`src/hdl/khta_pkg.sv`:
```
`default_nettype none
// ----------------------------------------------------------------------------
// khta_pkg
// Shared types and constants for the key hit tracker with aging.
// ----------------------------------------------------------------------------
package khta_pkg;

    localparam int HIT_SLOTS_DEF = 8;
    localparam int LED_TOTAL_DEF = 128;

    localparam int OPCODE_W = 2;
    localparam int EDGE_W   = 2;
    localparam int LED_W    = 8;
    localparam int POS_W    = 8;
    localparam int AGE_W    = 16;
    localparam int SLOT_W   = 3;
    localparam int COUNT_W  = 4;

    typedef enum logic [OPCODE_W-1:0] {
        OP_HIT  = 2'd0,
        OP_TICK = 2'd1,
        OP_READ = 2'd2,
        OP_NOP  = 2'd3
    } t_opcode;

    typedef enum logic [EDGE_W-1:0] {
        EDGE_BOTH    = 2'd0,
        EDGE_PRESS   = 2'd1,
        EDGE_RELEASE = 2'd2,
        EDGE_ALT     = 2'd3
    } t_edge_sel;

    typedef struct packed {
        logic start;
        logic age_step;
    } t_dp_cmd;

    typedef struct packed {
        logic cnt_zero;
        logic last_step;
    } t_dp_sts;

endpackage

`default_nettype wire

```
`src/hdl/khta_ctrl.sv`:
```
`default_nettype none
// ----------------------------------------------------------------------------
// khta_ctrl
// Sequencer: accepts one beat, steps the aging pass, holds the result beat.
// ----------------------------------------------------------------------------
module khta_ctrl
    import khta_pkg::*;
(
    input  wire logic                i_clk,
    input  wire logic                i_rst_n,
    input  wire logic                i_in_valid,
    output logic                     o_in_ready,
    input  wire logic [OPCODE_W-1:0] i_opcode,
    output logic                     o_out_valid,
    input  wire logic                i_out_ready,
    output t_dp_cmd                  o_cmd,
    input  wire t_dp_sts             i_sts
);

    typedef enum logic [2:0] {
        S_IDLE = 3'b001,
        S_AGE  = 3'b010,
        S_DONE = 3'b100
    } t_state;

    t_state r_state;
    t_state n_state;

    always_comb begin
        n_state        = r_state;
        o_cmd.start    = 1'b0;
        o_cmd.age_step = 1'b0;
        o_in_ready     = 1'b0;
        o_out_valid    = 1'b0;
        case (r_state)
            S_IDLE: begin
                o_in_ready = 1'b1;
                if (i_in_valid) begin
                    o_cmd.start = 1'b1;
                    if (i_opcode == OP_TICK && !i_sts.cnt_zero) begin
                        n_state = S_AGE;
                    end else begin
                        n_state = S_DONE;
                    end
                end
            end
            S_AGE: begin
                o_cmd.age_step = 1'b1;
                if (i_sts.last_step) begin
                    n_state = S_DONE;
                end
            end
            S_DONE: begin
                o_out_valid = 1'b1;
                if (i_out_ready) begin
                    n_state = S_IDLE;
                end
            end
            default: begin
                n_state = S_IDLE;
            end
        endcase
    end

    always_ff @(posedge i_clk) begin
        if (!i_rst_n) begin
            r_state <= S_IDLE;
        end else begin
            r_state <= n_state;
        end
    end

    a_age_leads_to_done: assert property (@(posedge i_clk) disable iff (!i_rst_n)
        (r_state == S_AGE && i_sts.last_step) |=> (r_state == S_DONE))
        else $error("aging pass did not finish into result");

    a_tick_empty_done: assert property (@(posedge i_clk) disable iff (!i_rst_n)
        (o_cmd.start && i_sts.cnt_zero) |=> (r_state == S_DONE))
        else $error("tick on empty list did not complete at once");

    a_no_start_busy: assert property (@(posedge i_clk) disable iff (!i_rst_n)
        o_cmd.start |-> !$past(o_cmd.age_step))
        else $error("new beat started during aging pass");

endmodule

`default_nettype wire

```
`src/hdl/khta_datapath.sv`:
```
`default_nettype none
// ----------------------------------------------------------------------------
// khta_datapath
// Entry store as a shift line, hit append, one-entry-per-cycle aging pass
// with compaction by rotation, slot read and result registers.
// ----------------------------------------------------------------------------
module khta_datapath
    import khta_pkg::*;
#(
    parameter int HIT_SLOTS = HIT_SLOTS_DEF,
    parameter int LED_TOTAL = LED_TOTAL_DEF
) (
    input  wire logic                i_clk,
    input  wire logic                i_rst_n,
    input  wire logic                i_cfg_we,
    input  wire logic [EDGE_W-1:0]   i_cfg_edge_select,
    input  wire t_dp_cmd             i_cmd,
    output t_dp_sts                  o_sts,
    input  wire logic [OPCODE_W-1:0] i_opcode,
    input  wire logic                i_pressed,
    input  wire logic [LED_W-1:0]    i_led_index,
    input  wire logic [POS_W-1:0]    i_led_x,
    input  wire logic [POS_W-1:0]    i_led_y,
    input  wire logic [AGE_W-1:0]    i_delta_ticks,
    input  wire logic [SLOT_W-1:0]   i_read_slot,
    output logic [COUNT_W-1:0]       o_live_count,
    output logic                     o_slot_valid,
    output logic [LED_W-1:0]         o_slot_led,
    output logic [POS_W-1:0]         o_slot_x,
    output logic [POS_W-1:0]         o_slot_y,
    output logic [AGE_W-1:0]         o_slot_age,
    output logic                     o_dropped_oldest,
    output logic [COUNT_W-1:0]       o_expired_count
);

    localparam int CW = $clog2(HIT_SLOTS + 1);
    localparam int IW = (HIT_SLOTS > 1) ? $clog2(HIT_SLOTS) : 1;
    localparam int SW = (CW > SLOT_W) ? CW : SLOT_W;

    logic [LED_W-1:0] r_led [HIT_SLOTS];
    logic [POS_W-1:0] r_x   [HIT_SLOTS];
    logic [POS_W-1:0] r_y   [HIT_SLOTS];
    logic [AGE_W-1:0] r_age [HIT_SLOTS];

    logic [EDGE_W-1:0] r_edge_sel;
    logic [CW-1:0]     r_cnt;
    logic [CW-1:0]     r_left;
    logic [CW-1:0]     r_expired;
    logic [AGE_W-1:0]  r_delta;

    logic              r_valid;
    logic [LED_W-1:0]  r_rd_led;
    logic [POS_W-1:0]  r_rd_x;
    logic [POS_W-1:0]  r_rd_y;
    logic [AGE_W-1:0]  r_rd_age;
    logic              r_dropped;

    logic              take;
    logic              hit_ok;
    logic              full;
    logic [CW-1:0]     cnt_m1;
    logic [AGE_W:0]    age_sum;
    logic              keep;
    logic              shift_en;
    logic              write_en;
    logic [IW-1:0]     wr_idx;
    logic [LED_W-1:0]  wr_led;
    logic [POS_W-1:0]  wr_x;
    logic [POS_W-1:0]  wr_y;
    logic [AGE_W-1:0]  wr_age;
    logic              rd_hit;
    logic [LED_W-1:0]  rd_led;
    logic [POS_W-1:0]  rd_x;
    logic [POS_W-1:0]  rd_y;
    logic [AGE_W-1:0]  rd_age;

    always_comb begin
        case (r_edge_sel)
            EDGE_PRESS:   take = i_pressed;
            EDGE_RELEASE: take = !i_pressed;
            default:      take = 1'b1;
        endcase
    end

    assign hit_ok  = i_cmd.start && (i_opcode == OP_HIT) && take
                     && (i_led_index < LED_W'(LED_TOTAL));
    assign full    = (r_cnt == CW'(HIT_SLOTS));
    assign cnt_m1  = r_cnt - CW'(1);
    assign age_sum = {1'b0, r_age[0]} + {1'b0, r_delta};
    assign keep    = !age_sum[AGE_W];

    assign shift_en = (hit_ok && full) || i_cmd.age_step;
    assign write_en = hit_ok || (i_cmd.age_step && keep);

    always_comb begin
        if (i_cmd.age_step) begin
            wr_idx = cnt_m1[IW-1:0];
            wr_led = r_led[0];
            wr_x   = r_x[0];
            wr_y   = r_y[0];
            wr_age = age_sum[AGE_W-1:0];
        end else begin
            wr_idx = full ? IW'(HIT_SLOTS - 1) : r_cnt[IW-1:0];
            wr_led = i_led_index;
            wr_x   = i_led_x;
            wr_y   = i_led_y;
            wr_age = '0;
        end
    end

    assign rd_hit = (SW'(i_read_slot) < SW'(r_cnt));

    always_comb begin
        rd_led = '0;
        rd_x   = '0;
        rd_y   = '0;
        rd_age = '0;
        for (int k = 0; k < HIT_SLOTS; k++) begin
            if (SW'(k) == SW'(i_read_slot)) begin
                rd_led = r_led[k];
                rd_x   = r_x[k];
                rd_y   = r_y[k];
                rd_age = r_age[k];
            end
        end
    end

    // shift line: advance toward slot 0, then place the new or re-aged entry
    always_ff @(posedge i_clk) begin
        if (shift_en) begin
            for (int k = 0; k < HIT_SLOTS - 1; k++) begin
                r_led[k] <= r_led[k+1];
                r_x[k]   <= r_x[k+1];
                r_y[k]   <= r_y[k+1];
                r_age[k] <= r_age[k+1];
            end
        end
        if (write_en) begin
            r_led[wr_idx] <= wr_led;
            r_x[wr_idx]   <= wr_x;
            r_y[wr_idx]   <= wr_y;
            r_age[wr_idx] <= wr_age;
        end
    end

    always_ff @(posedge i_clk) begin
        if (i_cmd.start) begin
            r_delta  <= i_delta_ticks;
            r_rd_led <= (i_opcode == OP_READ && rd_hit) ? rd_led : '0;
            r_rd_x   <= (i_opcode == OP_READ && rd_hit) ? rd_x   : '0;
            r_rd_y   <= (i_opcode == OP_READ && rd_hit) ? rd_y   : '0;
            r_rd_age <= (i_opcode == OP_READ && rd_hit) ? rd_age : '0;
        end
    end

    always_ff @(posedge i_clk) begin
        if (!i_rst_n) begin
            r_edge_sel <= EDGE_BOTH;
            r_cnt      <= '0;
            r_left     <= '0;
            r_expired  <= '0;
            r_valid    <= 1'b0;
            r_dropped  <= 1'b0;
        end else begin
            if (i_cfg_we) begin
                r_edge_sel <= i_cfg_edge_select;
            end
            if (i_cmd.start) begin
                r_left    <= r_cnt;
                r_expired <= '0;
                r_valid   <= (i_opcode == OP_READ) && rd_hit;
                r_dropped <= hit_ok && full;
                if (hit_ok && !full) begin
                    r_cnt <= r_cnt + CW'(1);
                end
            end else if (i_cmd.age_step) begin
                r_left <= r_left - CW'(1);
                if (!keep) begin
                    r_cnt     <= cnt_m1;
                    r_expired <= r_expired + CW'(1);
                end
            end
        end
    end

    assign o_sts.cnt_zero  = (r_cnt == '0);
    assign o_sts.last_step = (r_left == CW'(1));

    assign o_live_count     = COUNT_W'(r_cnt);
    assign o_slot_valid     = r_valid;
    assign o_slot_led       = r_rd_led;
    assign o_slot_x         = r_rd_x;
    assign o_slot_y         = r_rd_y;
    assign o_slot_age       = r_rd_age;
    assign o_dropped_oldest = r_dropped;
    assign o_expired_count  = COUNT_W'(r_expired);

    a_cnt_bound: assert property (@(posedge i_clk) disable iff (!i_rst_n)
        r_cnt <= CW'(HIT_SLOTS))
        else $error("entry count above slot total");

    a_age_live: assert property (@(posedge i_clk) disable iff (!i_rst_n)
        i_cmd.age_step |-> (r_left != '0 && r_cnt != '0))
        else $error("aging step with nothing left to visit");

    a_drop_full: assert property (@(posedge i_clk) disable iff (!i_rst_n)
        r_dropped |-> full)
        else $error("oldest dropped while list not full");

endmodule

`default_nettype wire

```
`src/hdl/key_hit_tracker_with_aging_top.sv`:
```
`default_nettype none
// Hit and read beats: result beat valid the cycle after the input beat.
// Tick beats: one aging datapath step per live entry, then
//   the result beat; an empty list answers the cycle after the input beat.
// One beat in flight; the next input beat is taken after the result is taken.
// Synchronous active-low reset empties the list and sets edge select to both.
// ----------------------------------------------------------------------------
// key_hit_tracker_with_aging_top
// Bounded ordered list of recent key hits with aging and timed expiry.
// ----------------------------------------------------------------------------
module key_hit_tracker_with_aging_top
    import khta_pkg::*;
#(
    parameter int HIT_SLOTS = HIT_SLOTS_DEF,
    parameter int LED_TOTAL = LED_TOTAL_DEF
) (
    input  wire logic                i_clk,
    input  wire logic                i_rst_n,
    input  wire logic                i_cfg_valid,
    output logic                     o_cfg_ready,
    input  wire logic [EDGE_W-1:0]   i_cfg_edge_select,
    input  wire logic                i_in_valid,
    output logic                     o_in_ready,
    input  wire logic [OPCODE_W-1:0] i_opcode,
    input  wire logic                i_pressed,
    input  wire logic [LED_W-1:0]    i_led_index,
    input  wire logic [POS_W-1:0]    i_led_x,
    input  wire logic [POS_W-1:0]    i_led_y,
    input  wire logic [AGE_W-1:0]    i_delta_ticks,
    input  wire logic [SLOT_W-1:0]   i_read_slot,
    output logic                     o_out_valid,
    input  wire logic                i_out_ready,
    output logic [COUNT_W-1:0]       o_live_count,
    output logic                     o_slot_valid,
    output logic [LED_W-1:0]         o_slot_led,
    output logic [POS_W-1:0]         o_slot_x,
    output logic [POS_W-1:0]         o_slot_y,
    output logic [AGE_W-1:0]         o_slot_age,
    output logic                     o_dropped_oldest,
    output logic [COUNT_W-1:0]       o_expired_count
);

    t_dp_cmd cmd;
    t_dp_sts sts;

    assign o_cfg_ready = 1'b1;

    khta_ctrl u_ctrl (
        .i_clk       (i_clk),
        .i_rst_n     (i_rst_n),
        .i_in_valid  (i_in_valid),
        .o_in_ready  (o_in_ready),
        .i_opcode    (i_opcode),
        .o_out_valid (o_out_valid),
        .i_out_ready (i_out_ready),
        .o_cmd       (cmd),
        .i_sts       (sts)
    );

    khta_datapath #(
        .HIT_SLOTS (HIT_SLOTS),
        .LED_TOTAL (LED_TOTAL)
    ) u_datapath (
        .i_clk             (i_clk),
        .i_rst_n           (i_rst_n),
        .i_cfg_we          (i_cfg_valid),
        .i_cfg_edge_select (i_cfg_edge_select),
        .i_cmd             (cmd),
        .o_sts             (sts),
        .i_opcode          (i_opcode),
        .i_pressed         (i_pressed),
        .i_led_index       (i_led_index),
        .i_led_x           (i_led_x),
        .i_led_y           (i_led_y),
        .i_delta_ticks     (i_delta_ticks),
        .i_read_slot       (i_read_slot),
        .o_live_count      (o_live_count),
        .o_slot_valid      (o_slot_valid),
        .o_slot_led        (o_slot_led),
        .o_slot_x          (o_slot_x),
        .o_slot_y          (o_slot_y),
        .o_slot_age        (o_slot_age),
        .o_dropped_oldest  (o_dropped_oldest),
        .o_expired_count   (o_expired_count)
    );

endmodule

`default_nettype wire

```
`config.mk`:
```
export PLATFORM = sky130hd
export DESIGN_NAME = key_hit_tracker_with_aging_top
export DESIGN_NICKNAME = d
export VERILOG_FILES = /design/src/hdl/khta_pkg.sv /design/src/hdl/khta_ctrl.sv /design/src/hdl/khta_datapath.sv /design/src/hdl/key_hit_tracker_with_aging_top.sv
export SDC_FILE = /design/constraint.sdc
export NUM_CORES = 1
export LEC_CHECK = 0
export CAP_MARGIN = 20
export CORE_UTILIZATION = 65
export CTS_CLUSTER_DIAMETER = 120
export DETAILED_ROUTE_END_ITERATION = 12
export DONT_BUFFER_PORTS = 1
export PLACE_DENSITY = 0.83
export SLEW_MARGIN = 20
export SYNTH_ARGS = -nofsm -noshare
export SYNTH_HDL_FRONTEND = slang
export SYNTH_SLANG_ARGS = --single-unit
export TNS_END_PERCENT = 5
```
`constraint.sdc`:
```
create_clock -name i_clk -period 8.2 [get_ports i_clk]
set_input_delay 1.64 -clock i_clk [delete_from_list [all_inputs] [get_ports i_clk]]
set_output_delay 1.64 -clock i_clk [all_outputs]
set_load 0.02 [all_outputs]
```
Word-level counts from Yosys, hierarchy flattened
Memories as Yosys holds them, arrays and structs flattened. Cells that the tools add are included.

Flip-flop bits (word level): 75. Bits in writable memories: 320. Bits of input ports: 53. Output and inout port bits: 53. Logic and storage cells: 126. Memories: 4.

Memories: u_datapath.r_age (words 8, width 16, read ports 8, clocked after memory_dff 0, wr ports 8, RTL line khta_datapath.sv:43) `logic [AGE_W-1:0] r_age [HIT_SLOTS];`; u_datapath.r_led (words 8, width 8, read ports 8, clocked after memory_dff 0, wr ports 8, RTL line khta_datapath.sv:40) `logic [LED_W-1:0] r_led [HIT_SLOTS];`; u_datapath.r_x (words 8, width 8, read ports 8, clocked after memory_dff 0, wr ports 8, RTL line khta_datapath.sv:41) `logic [POS_W-1:0] r_x [HIT_SLOTS];`; u_datapath.r_y (words 8, width 8, read ports 8, clocked after memory_dff 0, wr ports 8, RTL line khta_datapath.sv:42) `logic [POS_W-1:0] r_y [HIT_SLOTS];`.

$add $sub $neg: 5. Order comparisons: 2. Equal/unequal tests: 20. Mux-type cells: 59. Bitwise logic cells: 1. Reduce and logical (&&, ||, !) cells: 23.

Operators with widths (count): 2-to-1 mux 8 bit (27); 2-to-1 mux 16 bit (9); 2-to-1 mux 4 bit (6); 2-to-1 mux 3 bit (6); adder 16 x 16 -> 17 bit (1); equality test 3 bit, first input constant (4); 2-to-1 mux 1 bit (9); case mux 3 bit (3 select lines) (1); adder 4 x 1 -> 4 bit, second input constant (2); logical AND 1 bit (8); less-than comparator 8 bit, second input constant (1); != test 2 bit, second input constant (4); subtractor 4 x 1 -> 4 bit, second input constant (2); equality test 2 x 3 -> 1 bit, first input constant (2); AND reduction 3 bit (2); equality test 2 x 1 -> 1 bit, second input constant (2); equality test 2 bit, second input constant (2); equality test 4 x 1 -> 1 bit, second input constant (1); equality test 4 bit, second input constant (1); zero test 1 bit (4); zero test 4 bit (1); less-than comparator 3 x 4 -> 1 bit (1); nonzero test 2 bit (2); equality test 1 x 3 -> 1 bit, first input constant (1); 10 further kinds (11).

Longest topological paths before layout
Gate-level depths: netlist of the first run.

Depth in word-level cells: 9. Mapped depth: 13.

Modules after synthesis
A second synthesis of the first run with hierarchy kept.

Cells, all modules: 1456. Area, all modules: 20558.5 µm².

By module, submodules not included: khta_datapath (times used 1, cells an instance 1432, area an instance 20350.8 µm², sequential area each 11611.1 µm²); khta_ctrl (times used 1, cells an instance 22, area an instance 196.4 µm², sequential area each 60.1 µm²); key_hit_tracker_with_aging_top (times used 1, cells an instance 2, area an instance 11.3 µm², sequential area each 0.0 µm²).

Worst setup path before layout of the first run
No wires, ideal clock.

Path kind: input to register. Start: in i_opcode[0]. End: mem u_datapath.r_age[7][0], enable pin. Setup time: 437 ps. Arrival time: 4374 ps. Required time: 7763 ps. Slack: 3389 ps. Stages: 6. Path buffers: 0. Path through: or3_1 > nor3_2 > nor2_1 > a21oi_1 > nand2_1 > nor2_1.

RTL lines: start: declaration (RTL line key_hit_tracker_with_aging_top.sv:24) `input wire logic [OPCODE_W-1:0] i_opcode,`; end: declaration (RTL line khta_datapath.sv:43).

==> summary.txt, run 1 <==
Power and ir drop
  • Switching part of the total power: 0.218
  • Combinational share of power: 0.053
  • PwrDens: 204 mW/mm2
  • Clk pwr share: 0.423
  • Peak VDD IR: 163 uV
  • Leakage: 0.00815 uW
  • Cell-internal power: 3380 uW
  • NetSw: 942 uW
  • Seq pwr share: 0.524

Hold path
  • Hold Crit Depth: 2
  • WHS Endpoint: u_datapath.r_left[1]
  • Hold_sp: u_datapath.r_left[1]
  • Hold Crit Class: flip-flop to flip-flop

Final layout
  • Nets: 1,739
  • Filler instances: 1,917
  • Area growth, synth to finish: 8.42%
  • Post-route cell area: 0.0212 mm2
  • Share of post-route cells with drive strength above 1: 0.0888

Drt
  • Routed via count: 13.8k
  • Antenna-violating nets left: 0
  • Via density: 6.65
  • Drt initial violations: 1,634
  • Post-Route WL: 47.6 mm
  • First-pass DRT Iterations: 6
  • Drt drc: 0
  • Wirelength per Cell: 22.9 um

Critical path
  • Worst Path Buf+Inv: 2
  • Data required, critical path: 8430 ps
  • CP Class: flip-flop to flip-flop
  • CP max-delay cell: a311oi_4
  • Worst r2r src: u_datapath.r_age[0][0]
  • Worst Reg-to-Reg Cells: 10
  • R2R Setup Slk: 3640 ps
  • Crit path largest cell delay: 790 ps
  • Worst setup EP type: flip-flop
  • Crit-path cells: ha_1 -> fa_1 -> a21o_2 -> a221oi_2 -> o211ai_2 -> a311oi_4 -> o211ai_4 -> buf_4 -> nand2_2 -> buf_16
  • CP Max Fanout: 81
  • Crit Reg-Reg Endpoint: u_datapath.r_y[5][3]
  • Data arrival time of the worst path: 4780 ps
  • Cell family with most CP delay: compound AO/OA/AOI/OAI gates
  • CP Launch Type: flip-flop

Synthesis
  • Sequential cell area fraction in the yosys report: 0.598
  • EDFF count, synth: 376
  • Async SR Flop Fraction: 0
  • Synth Warn #: 0
  • Yosys reg bits: 395
  • Net Count, Synth: 1,792
  • Avg Cell Area, Syn: 11.4 um2
  • Synth Flop Type: edfxtp_1
  • Yosys cell types: 67
  • Mapped Cells: 1,713
  • Post-Syn Area: 0.0195 mm2

CTS
  • Worst-Skew Late Latency: 530 ps
  • Hold_buf cts: 0
  • CTS tree: built
  • Clk buf depth: 3
  • Clock root buffer: clkbuf_16
  • Sink Count: 395
  • Post-CTS setup buffer count: 0
  • Reg clk slew, reported paths: 60 ps
  • Resized cells post-CTS: 0
  • H-tree depth: 2
  • Cts bufs inserted: 40

STA
  • Peak Freq: 219 MHz
  • Final setup violation count: 0
  • Crit share post-route: 0.556
  • Hold slack: 501 ps
  • Least-Margin Pin Slew: 909 ps
  • Hold Violations, Final: 0
  • Setup TNS Final: 0 ps
  • Crit path time final: 4560 ps
  • RSZ-0062 raised after global routing: false
  • Final worst slack: 3640 ps
  • Skew final: 15.7 ps
  • Fin. max-slew vios: 0
  • Slew headroom: 0.393

Placement
  • Placer congestion estimate: 0.840
  • Area after DPL: 0.0198 mm2
  • Port Buffers: 0
  • Pre-CTS setup slack: 3090 ps
  • Hpwl dp: 27.3 mm

Floorplanning
  • Top Ports: 106
  • Core area: 0.0296 mm2
  • Row cnt: 63
  • Die width: 175 um
  • Die area: 0.0307 mm2
  • Initial core utilization: 0.660
  • Die height: 175 um

Global route
  • Vias in the first global route: 13.6k
  • Initial antenna violation count: 5
  • First-pass GRT wire length: 73.8 mm
  • GR Util All Layers: 0.310
  • Gr ovfl total: 0
  • Pin count of the biggest net entering global routing: 111

Job
  • Max_cap viols: 0

Status
  • Outcome: finished, final reports clean
-- stage by stage --
| step | utilization | total power (uW) | instances |
|---|---|---|---|
| 4_1_cts | 0.715 | 4330 | 2079 |
| 3_3_place_gp | 0.669 | 2520 | 2005 |
| 6_report | 0.716 | 4320 | 2081 |
| 2_1_floorplan | - | 2490 | 1713 |
| 5_1_grt | 0.716 | 4420 | 2079 |
| 3_5_place_dp | 0.671 | 2530 | 2008 |
-- cells in the mapped netlist, types with 2 or more instances --
cell type	instances	area, um2
o211ai_1	2	15.0
a32oi_1	3	26.3
inv_1	81	304
and3_1	3	18.8
clkbuf_1	89	334
mux2i_1	113	1130
xnor2_1	6	52.6
o22a_1	28	245
a21boi_0	3	22.5
mux4_2	28	631
or3_1	6	37.5
and2_1	8	50.1
nand4_1	5	31.3
nand3b_1	3	22.5
a22oi_1	5	37.5
o31ai_1	2	15.0
a211oi_1	9	67.6
nor3b_1	4	30.0
mux2_2	14	158
nor2b_1	12	75.1
o21ai_0	277	1390
nand2_1	286	1070
a2111oi_0	34	298
xor2_1	5	43.8
o21a_1	3	22.5
nor2_1	101	379
o211ai_2	6	75.1
a22o_1	2	17.5
a21oi_1	71	355
buf_1	6	22.5
a221oi_1	5	43.8
dfxtp_1	19	380
a21o_1	7	52.6
buf_2	19	95.1
nor3_1	3	15.0
ha_1	25	313
a31oi_1	5	31.3
nand2b_1	3	18.8
o32ai_1	2	17.5
nand3_1	8	40.0
edfxtp_1	376	11300
-- worst max path at each step --
stage | from | end | slack (ps) | depth (start not counted)
floorplan | i_opcode[0] | u_datapath.r_age[7][0] | 3390 | 6
global route | u_datapath.r_age[0][0] | u_datapath.r_y[5][6] | 3480 | 10
finish | u_datapath.r_age[0][0] | u_datapath.r_y[5][3] | 3640 | 10
CTS | u_datapath.r_age[0][0] | u_datapath.r_x[1][6] | 3460 | 9
detailed placement | i_pressed | u_datapath.r_y[1][2] | 3090 | 7
global placement | i_pressed | u_datapath.r_y[5][4] | 3240 | 7
-- registers in the layout, indices dropped and copies added, names as in the netlist --
signal                       flops
u_datapath.r_edge_sel            2
u_datapath.r_left                4
u_datapath.o_slot_age           16
u_datapath.o_slot_y              8
u_ctrl.r_state                   3
u_datapath.r_led                64
u_datapath.o_live_count          4
u_datapath.r_age               128
u_datapath.r_y                  64
u_datapath.o_expired_count       4
u_datapath.o_slot_x              8
u_datapath.r_x                  64
u_datapath.r_delta              16
u_datapath.o_slot_valid          1
u_datapath.o_dropped_oldest      1
u_datapath.o_slot_led            8
-- metal layers --
layer,global-route usage,wire length (um),vias up
met5,0,46,-
met4,0.118,1320,6
met3,0.0686,4680,112
met2,0.521,23300,805
met1,0.397,18200,6717
li1,-,-,6200
-- final cells by class --
class,count,area (um2),share of cell area
Sequential cell,395,11700,0.551
Clock inverter,24,239,0.0113
Clock buffer,47,1050,0.0495
Multi-Input combinational cell,1120,7200,0.340
Inverter,83,312,0.0147
Antenna cell,2,5.00,0.000236
Tap cell,390,488,0.0231
Timing Repair Buffer,20,203,0.00958
-- placed cells by master (no fill, tap or decap), types with 14 or more instances in the layout --
cell type | synthesis | layout
a2111oi_0 | 34 | 34
inv_1 | 81 | 81
mux4_2 | 28 | 28
ha_1 | 25 | 25
o21ai_0 | 277 | 276
mux2i_1 | 113 | 113
edfxtp_1 | 376 | 376
nor2_1 | 101 | 100
clkbuf_16 | 0 | 41
mux2_2 | 14 | 14
a21oi_1 | 71 | 71
o22a_1 | 28 | 28
nand2_1 | 286 | 279
buf_4 | 1 | 17
dfxtp_1 | 19 | 19
-- tightest hold or removal path: stages (launching register included) --
cell and delay [ps]:
dfxtp_1 320, nand3_1 60, a21boi_0 70
-- logic make-up (layout without fill, tap and decap cells) --
logic type | after synthesis | in the layout | share of synthesized area
compound gates | 476 | 476 | 0.146
xor+xnor | 11 | 11 | 0.00494
fa+ha+maj | 26 | 26 | 0.0171
buf+inv | 198 | 174 | 0.0395
flops | 395 | 395 | 0.598
mux | 155 | 155 | 0.0983
other cells | 1 | 3 | 0.000192
simple gates | 451 | 451 | 0.0956
-- power groups by stage --
stage	combinational [uW]	clock, uW	sequential [uW]
2_1_floorplan	191	0	2300
3_5_place_dp	222	0	2310
3_3_place_gp	213	0	2310
6_report	229	1830	2260
4_1_cts	226	1840	2260
5_1_grt	249	1910	2270
Note: power is estimated with default switching activity, not from simulation.
==> run 2, diff against run 1 <==
ABC_AREA = 1   (was default)
CORE_UTILIZATION = 58   (was 65)
PLACE_DENSITY = 0.78   (was 0.83)
clock period = 3.8 ns   (was 8.2 ns; I/O delays follow)
==> run 2 against run 1 <==
Against the previous run:
- sequential power rose by 120%
- via count rose by 14%
- cell count rose by 26%
- global-route usage fell by 0.073 points
- total power rose by 120%
- critical path depth rose by 3
- critical path type unchanged
- highest routed layer is now met4
==> summary.txt, run 2 <==
Critical path
  • Worst setup EP type: flip-flop
  • CP Launch Type: flip-flop
  • Worst setup path startpoint: u_datapath.o_live_count[0]
  • Worst r2r src: u_datapath.o_live_count[0]
  • CP Max Fanout: 52
  • CP Class: flip-flop to flip-flop
  • Data required, critical path: 4110 ps
  • Data arrival time of the worst path: 3540 ps

Floorplanning
  • Die height: 186 um
  • Core area: 0.0329 mm2
  • Die area: 0.0346 mm2
  • Initial core utilization: 0.597
  • Die width: 186 um
  • Row cnt: 66
  • Top Ports: 106

Final layout
  • Final Core Density: 0.654
  • Most frequent cells in the layout: 741 x nand2_1, 376 x edfxtp_1, 211 x o21ai_1
  • Nets: 2,220
  • Area growth, synth to finish: 9.54%
  • Post-route cell area: 0.0215 mm2
  • Filler instances: 2,563
  • Largest register by flop count: u_datapath.r_age
  • Most common cell after layout, fill and taps aside: nand2_1
  • Share of post-route cells with drive strength above 1: 0.0680
  • Max reg flops: 128

STA
  • Hold Violations, Final: 0
  • Slew headroom: 0.382
  • Skew final: 23.5 ps
  • Setup TNS Final: 0 ps
  • Peak Freq: 310 MHz
  • Final worst slack: 571 ps
  • Crit path time final: 3230 ps
  • Crit share post-route: 0.850
  • Final setup violation count: 0
  • Fin. max-slew vios: 0
  • Least-Margin Pin Slew: 926 ps
  • RSZ-0062 raised after global routing: false

Synthesis
  • Post-synth top area cell: edfxtp_1
  • Synth Flop Type: edfxtp_1
  • Most common cell in the netlist: nand2_1
  • Net Count, Synth: 2,234
  • Synth Warn #: 0
  • Yosys cell types: 38
  • Synth top area cells: edfxtp_1 58%, nand2_1 14%, o21ai_1 5.4%
  • Sequential cell area fraction in the yosys report: 0.595
  • EDFF count, synth: 376
  • Yosys reg bits: 395
  • Async SR Flop Fraction: 0
  • Mapped Cells: 2,155
  • Post-Syn Area: 0.0196 mm2
  • Yosys top cell area share: 0.576
  • Avg Cell Area, Syn: 9.10 um2
  • Synth top cells by count: 750 x nand2_1, 376 x edfxtp_1, 212 x o21ai_1

Drt
  • WL met1: 19.8 mm
  • Drt initial violations: 1,982
  • Post-Route WL: 52.4 mm
  • Via density: 6.00
  • Antenna-violating nets left: 0
  • Routed via count: 15.7k
  • Routed length on met2: 25.0 mm
  • WL met3: 5.73 mm
  • Drt drc: 0
  • First-pass DRT Iterations: 5
  • Top sig layer: met4
  • Wirelength per Cell: 20.0 um

Global route
  • Initial antenna violation count: 1
  • Gr ovfl total: 0
  • Pin count of the biggest net entering global routing: 75
  • GR Util All Layers: 0.310
  • Vias in the first global route: 15.0k
  • First-pass GRT wire length: 81.1 mm

Power and ir drop
  • Leakage: 0.00912 uW
  • Peak VDD IR: 340 uV
  • Power, Total: 9670 uW
  • PwrDens: 450 mW/mm2

CTS
  • Cts bufs inserted: 43
  • CTS tree: built
  • Hold_buf cts: 0
  • Worst-Skew Late Latency: 560 ps
  • Clock root buffer: clkbuf_16
  • Sink Count: 395
  • H-tree depth: 2
  • Post-CTS setup buffer count: 0
  • Reg clk slew, reported paths: 60 ps
  • Clk buf depth: 3
  • Resized cells post-CTS: 0

Placement
  • Pre-CTS setup slack: 651 ps
  • Area after DPL: 0.0201 mm2
  • Port Buffers: 0
  • Hpwl dp: 32.6 mm
  • Placer congestion estimate: 0.922

Job
  • Max_cap viols: 0

Status
  • Outcome: finished, final reports clean

Hold path
  • Hold_sp: i_delta_ticks[14]
  • Hold Crit Class: input pin to flip-flop
[run 2: cell types whose count changed in the layout (fill, tap and decap cells not counted), sizes merged, moves of 31 or more]
cell | before | now
nand2 | 286 | 757
inv | 83 | 201
mux2i | 113 | 0
nand3 | 8 | 68
nand4 | 5 | 41
a2111oi | 34 | 0
a21oi | 71 | 104
nor2 | 102 | 133
[run 2: worst max-delay path: stages, from the launching register on]
cell and delay [ps]:
dfxtp_1 590, inv_1 200, ha_1 310, nand3_2 110, nand2_1 110, a21boi_2 420
inv_1 130, nand2_1 110, inv_1 50, nand2_2 90, buf_4 530, inv_2 180
nand2_1 100, nand2_1 50
[run 2: cells by family after synthesis]
group	count (synthesis)	synth area share
flip-flops	395	0.595
XOR/XNOR	8	0.00357
AO/OA/AOI/OAI	401	0.106
AND/OR/NAND/NOR	1018	0.209
buffers and inverters	306	0.0691
adder cells (fa/ha/maj)	26	0.0170
other	1	0.000191
[run 2: layer usage]
metal,GRT usage,up-vias
met5,0,-
met4,0.130,0
met3,0.0571,146
li1,-,7220
met1,0.401,7398
met2,0.512,954
[run 2: final cells by class]
class	instances	area, um2	share of cell area
Inverter	199	747	0.0348
Timing Repair Buffer	48	510	0.0238
Antenna cell	1	2.50	0.000116
Clock buffer	54	1140	0.0530
Tap cell	442	553	0.0257
Sequential cell	395	11700	0.543
Clock inverter	25	221	0.0103
Multi-Input combinational cell	1454	6640	0.309
[run 2: through the flow]
stage,hold slack [ps],instances
after floorplan,453,2155
after global placement,463,2538
after detailed placement,484,2538
after CTS,278,2617
after global routing,280,2617
final,296,2618
[run 2: final timing paths]
path	endpoint	slack [ps]	cells after the start
max reg2reg	u_datapath.r_age[5][14]	570	13
max	u_datapath.r_age[5][14]	570	13
min	u_datapath.r_delta[14]	300	0
min reg2reg	u_datapath.r_left[1]	490	2
[run 2: where the power goes]
group	internal (uW)	total (uW)	leakage, uW	switching (uW)
combinational	182	646	0.00485	464
sequential	4840	4950	0.00361	111
clock	2340	4070	0.000660	1730
total	7360	9670	0.00912	2300
==> run 3, diff against run 2 <==
clock period = 2.92 ns   (was 3.8 ns; I/O delays follow)
==> run 3 against run 2 <==
Against the previous run:
- worst setup slack worse by 440 ps
- utilization up 1.3 points
- global-route usage up 0.79 points
- sequential share of layout area down 1.1 points
- hold slack worse by 190 ps
- largest cell class unchanged
- highest routed layer unchanged
==> summary.txt, run 3 (synthesis gave the netlist of run 2 again) <==
Status
  • Outcome: finished, final reports clean

Drt
  • Via density: 6.01
  • Drt initial violations: 1,943
  • Drt drc: 0
  • Post-Route WL: 54.5 mm
  • First-pass DRT Iterations: 6
  • Routed via count: 16.0k
  • Wirelength per Cell: 20.5 um
  • Antenna-violating nets left: 0

CTS
  • Cts bufs inserted: 43
  • Clk buf depth: 3
  • Clock root buffer: clkbuf_16
  • Hold_buf cts: 0
  • Sink Count: 395
  • Worst-Skew Late Latency: 580 ps
  • CTS tree: built
  • H-tree depth: 2
  • Reg clk slew, reported paths: 60 ps

Hold path
  • Hold Crit Class: input pin to flip-flop

Power and ir drop
  • NetSw: 3010 uW
  • Leakage: 0.00933 uW
  • Cell-internal power: 9560 uW
  • Clk pwr share: 0.418
  • Peak VDD IR: 436 uV
  • Switching part of the total power: 0.240
  • PwrDens: 574 mW/mm2
  • Combinational share of power: 0.070
  • Seq pwr share: 0.512
  • Power, Total: 12,600 uW

Job
  • Max_cap viols: 0

Critical path
  • Critical Path Most Common Cell: nand3_1
  • CP Launch Type: flip-flop
  • Data required, critical path: 3200 ps
  • Worst setup EP type: flip-flop
  • CP Class: flip-flop to flip-flop
  • Data arrival time of the worst path: 3060 ps
  • CP max-delay cell: edfxtp_1
  • Crit path largest cell delay: 410 ps
  • Crit-path cells: ha_1 -> fa_2 -> nand3_1 -> nand3_1 -> nand2_1 -> nand2_1 -> nand2_2 -> nand3_2 -> nand2_4 -> nand3_1 -> nor2_4 -> buf_12 -> clkbuf_16
  • CP Max Fanout: 9

STA
  • Crit path time final: 2790 ps
  • Setup TNS Final: 0 ps
  • Least-Margin Pin Slew: 831 ps
  • Skew final: 26.4 ps
  • Slew headroom: 0.444
  • Final worst slack: 132 ps
  • Peak Freq: 359 MHz
  • Final setup violation count: 0
  • Hold Violations, Final: 0
  • Crit share post-route: 0.955
  • Fin. max-slew vios: 0

Final layout
  • Filler instances: 2,520
  • Post-route cell area: 0.0219 mm2
  • Reg area: 0.0117 mm2
  • Max reg flops: 128
  • Most common cell after layout, fill and taps aside: nand2_1
  • Area occupied by multi-input gates: 0.00666 mm2
  • Largest register by flop count: u_datapath.r_age
  • Area growth, synth to finish: 11.8%
  • Nets: 2,256
  • Most frequent cells in the layout: 740 x nand2_1, 376 x edfxtp_1, 211 x o21ai_1
  • Final Core Density: 0.667
  • Share of post-route cells with drive strength above 1: 0.0828

Global route
  • Gr ovfl total: 0
  • Vias in the first global route: 15.2k
  • Initial antenna violation count: 1
  • GR Util All Layers: 0.318
  • First-pass GRT wire length: 83.2 mm
  • Pin count of the biggest net entering global routing: 62

Floorplanning
  • Die area: 0.0346 mm2
  • Row cnt: 66
  • Die height: 186 um
  • Initial core utilization: 0.597
  • Die width: 186 um
  • Core area: 0.0329 mm2
  • Top Ports: 106

Placement
  • Port Buffers: 0
  • Pre-CTS setup slack: 104 ps
  • Area after DPL: 0.0204 mm2
  • Placer congestion estimate: 0.905
  • Hpwl dp: 33.8 mm
==> run 3: cell count changes in the layout (fill, tap and decap cells not counted), sizes merged <==
| cell | change |
|---|---|
| buf | +33 |
| clkinv | -1 |
| clkinvlp | -1 |
| bufinv | -1 |
| clkbuf | +8 |
| inv | -2 |
==> run 3: through the flow <==
| step | std cells | hold slack [ps] |
|---|---|---|
| floorplan | 2155 | 453 |
| global placement | 2565 | 463 |
| detailed placement | 2565 | 487 |
| CTS | 2644 | 91.9 |
| global route | 2653 | 93.1 |
| finish | 2654 | 104 |
==> run 3: critical path: cells and delay by family (launching register included) <==
kind / cells / cell delay [ps]
flip-flops: 1 / 410
buffers and inverters: 2 / 340
AND/OR/NAND/NOR: 9 / 1130
adder cells (fa/ha/maj): 2 / 620
==> run 3: power by group through the flow <==
stage | clock network (uW) | registers, uW | logic (uW)
floorplan | 0 | 6550 | 577
global placement | 0 | 6560 | 822
detailed placement | 0 | 6560 | 851
CTS | 5280 | 6440 | 858
global route | 5480 | 6450 | 964
finish | 5260 | 6440 | 875
==> run 3: worst paths after layout <==
kind                                 start                        to  slack (ps)  depth (start not counted)
setup / recovery    u_datapath.r_age[0][0]      u_datapath.r_x[7][4]         130                         13
hold / removal            i_delta_ticks[0]     u_datapath.r_delta[0]         100                          0
setup reg to reg    u_datapath.r_age[0][0]      u_datapath.r_x[7][4]         130                         13
hold reg to reg   u_datapath.r_edge_sel[0]  u_datapath.r_edge_sel[0]         490                          2
==> run 3: area by class of cell <==
| class | count | share of cell area |
|---|---|---|
| multi-input combinational | 1454 | 0.304 |
| tap | 442 | 0.0252 |
| antenna | 1 | 0.000114 |
| clock inverter | 20 | 0.00748 |
| sequential | 395 | 0.532 |
| timing repair buffer | 84 | 0.0430 |
| clock buffer | 59 | 0.0537 |
| inverter | 199 | 0.0342 |
==> run 3: per-layer routing <==
| metal | GRT usage | vias up | part of all wire |
|---|---|---|---|
| li1 | - | 7283 | - |
| met1 | 0.411 | 7480 | 0.37 |
| met2 | 0.527 | 1041 | 0.47 |
| met3 | 0.0610 | 151 | 0.12 |
| met4 | 0.125 | 0 | 0.037 |
| met5 | 0 | - | 0 |
==> run 3: timing repair <==
item	CTS	global route
resized for setup	0	10
setup buffers	0	4
endpoints found under the setup margin	0	546
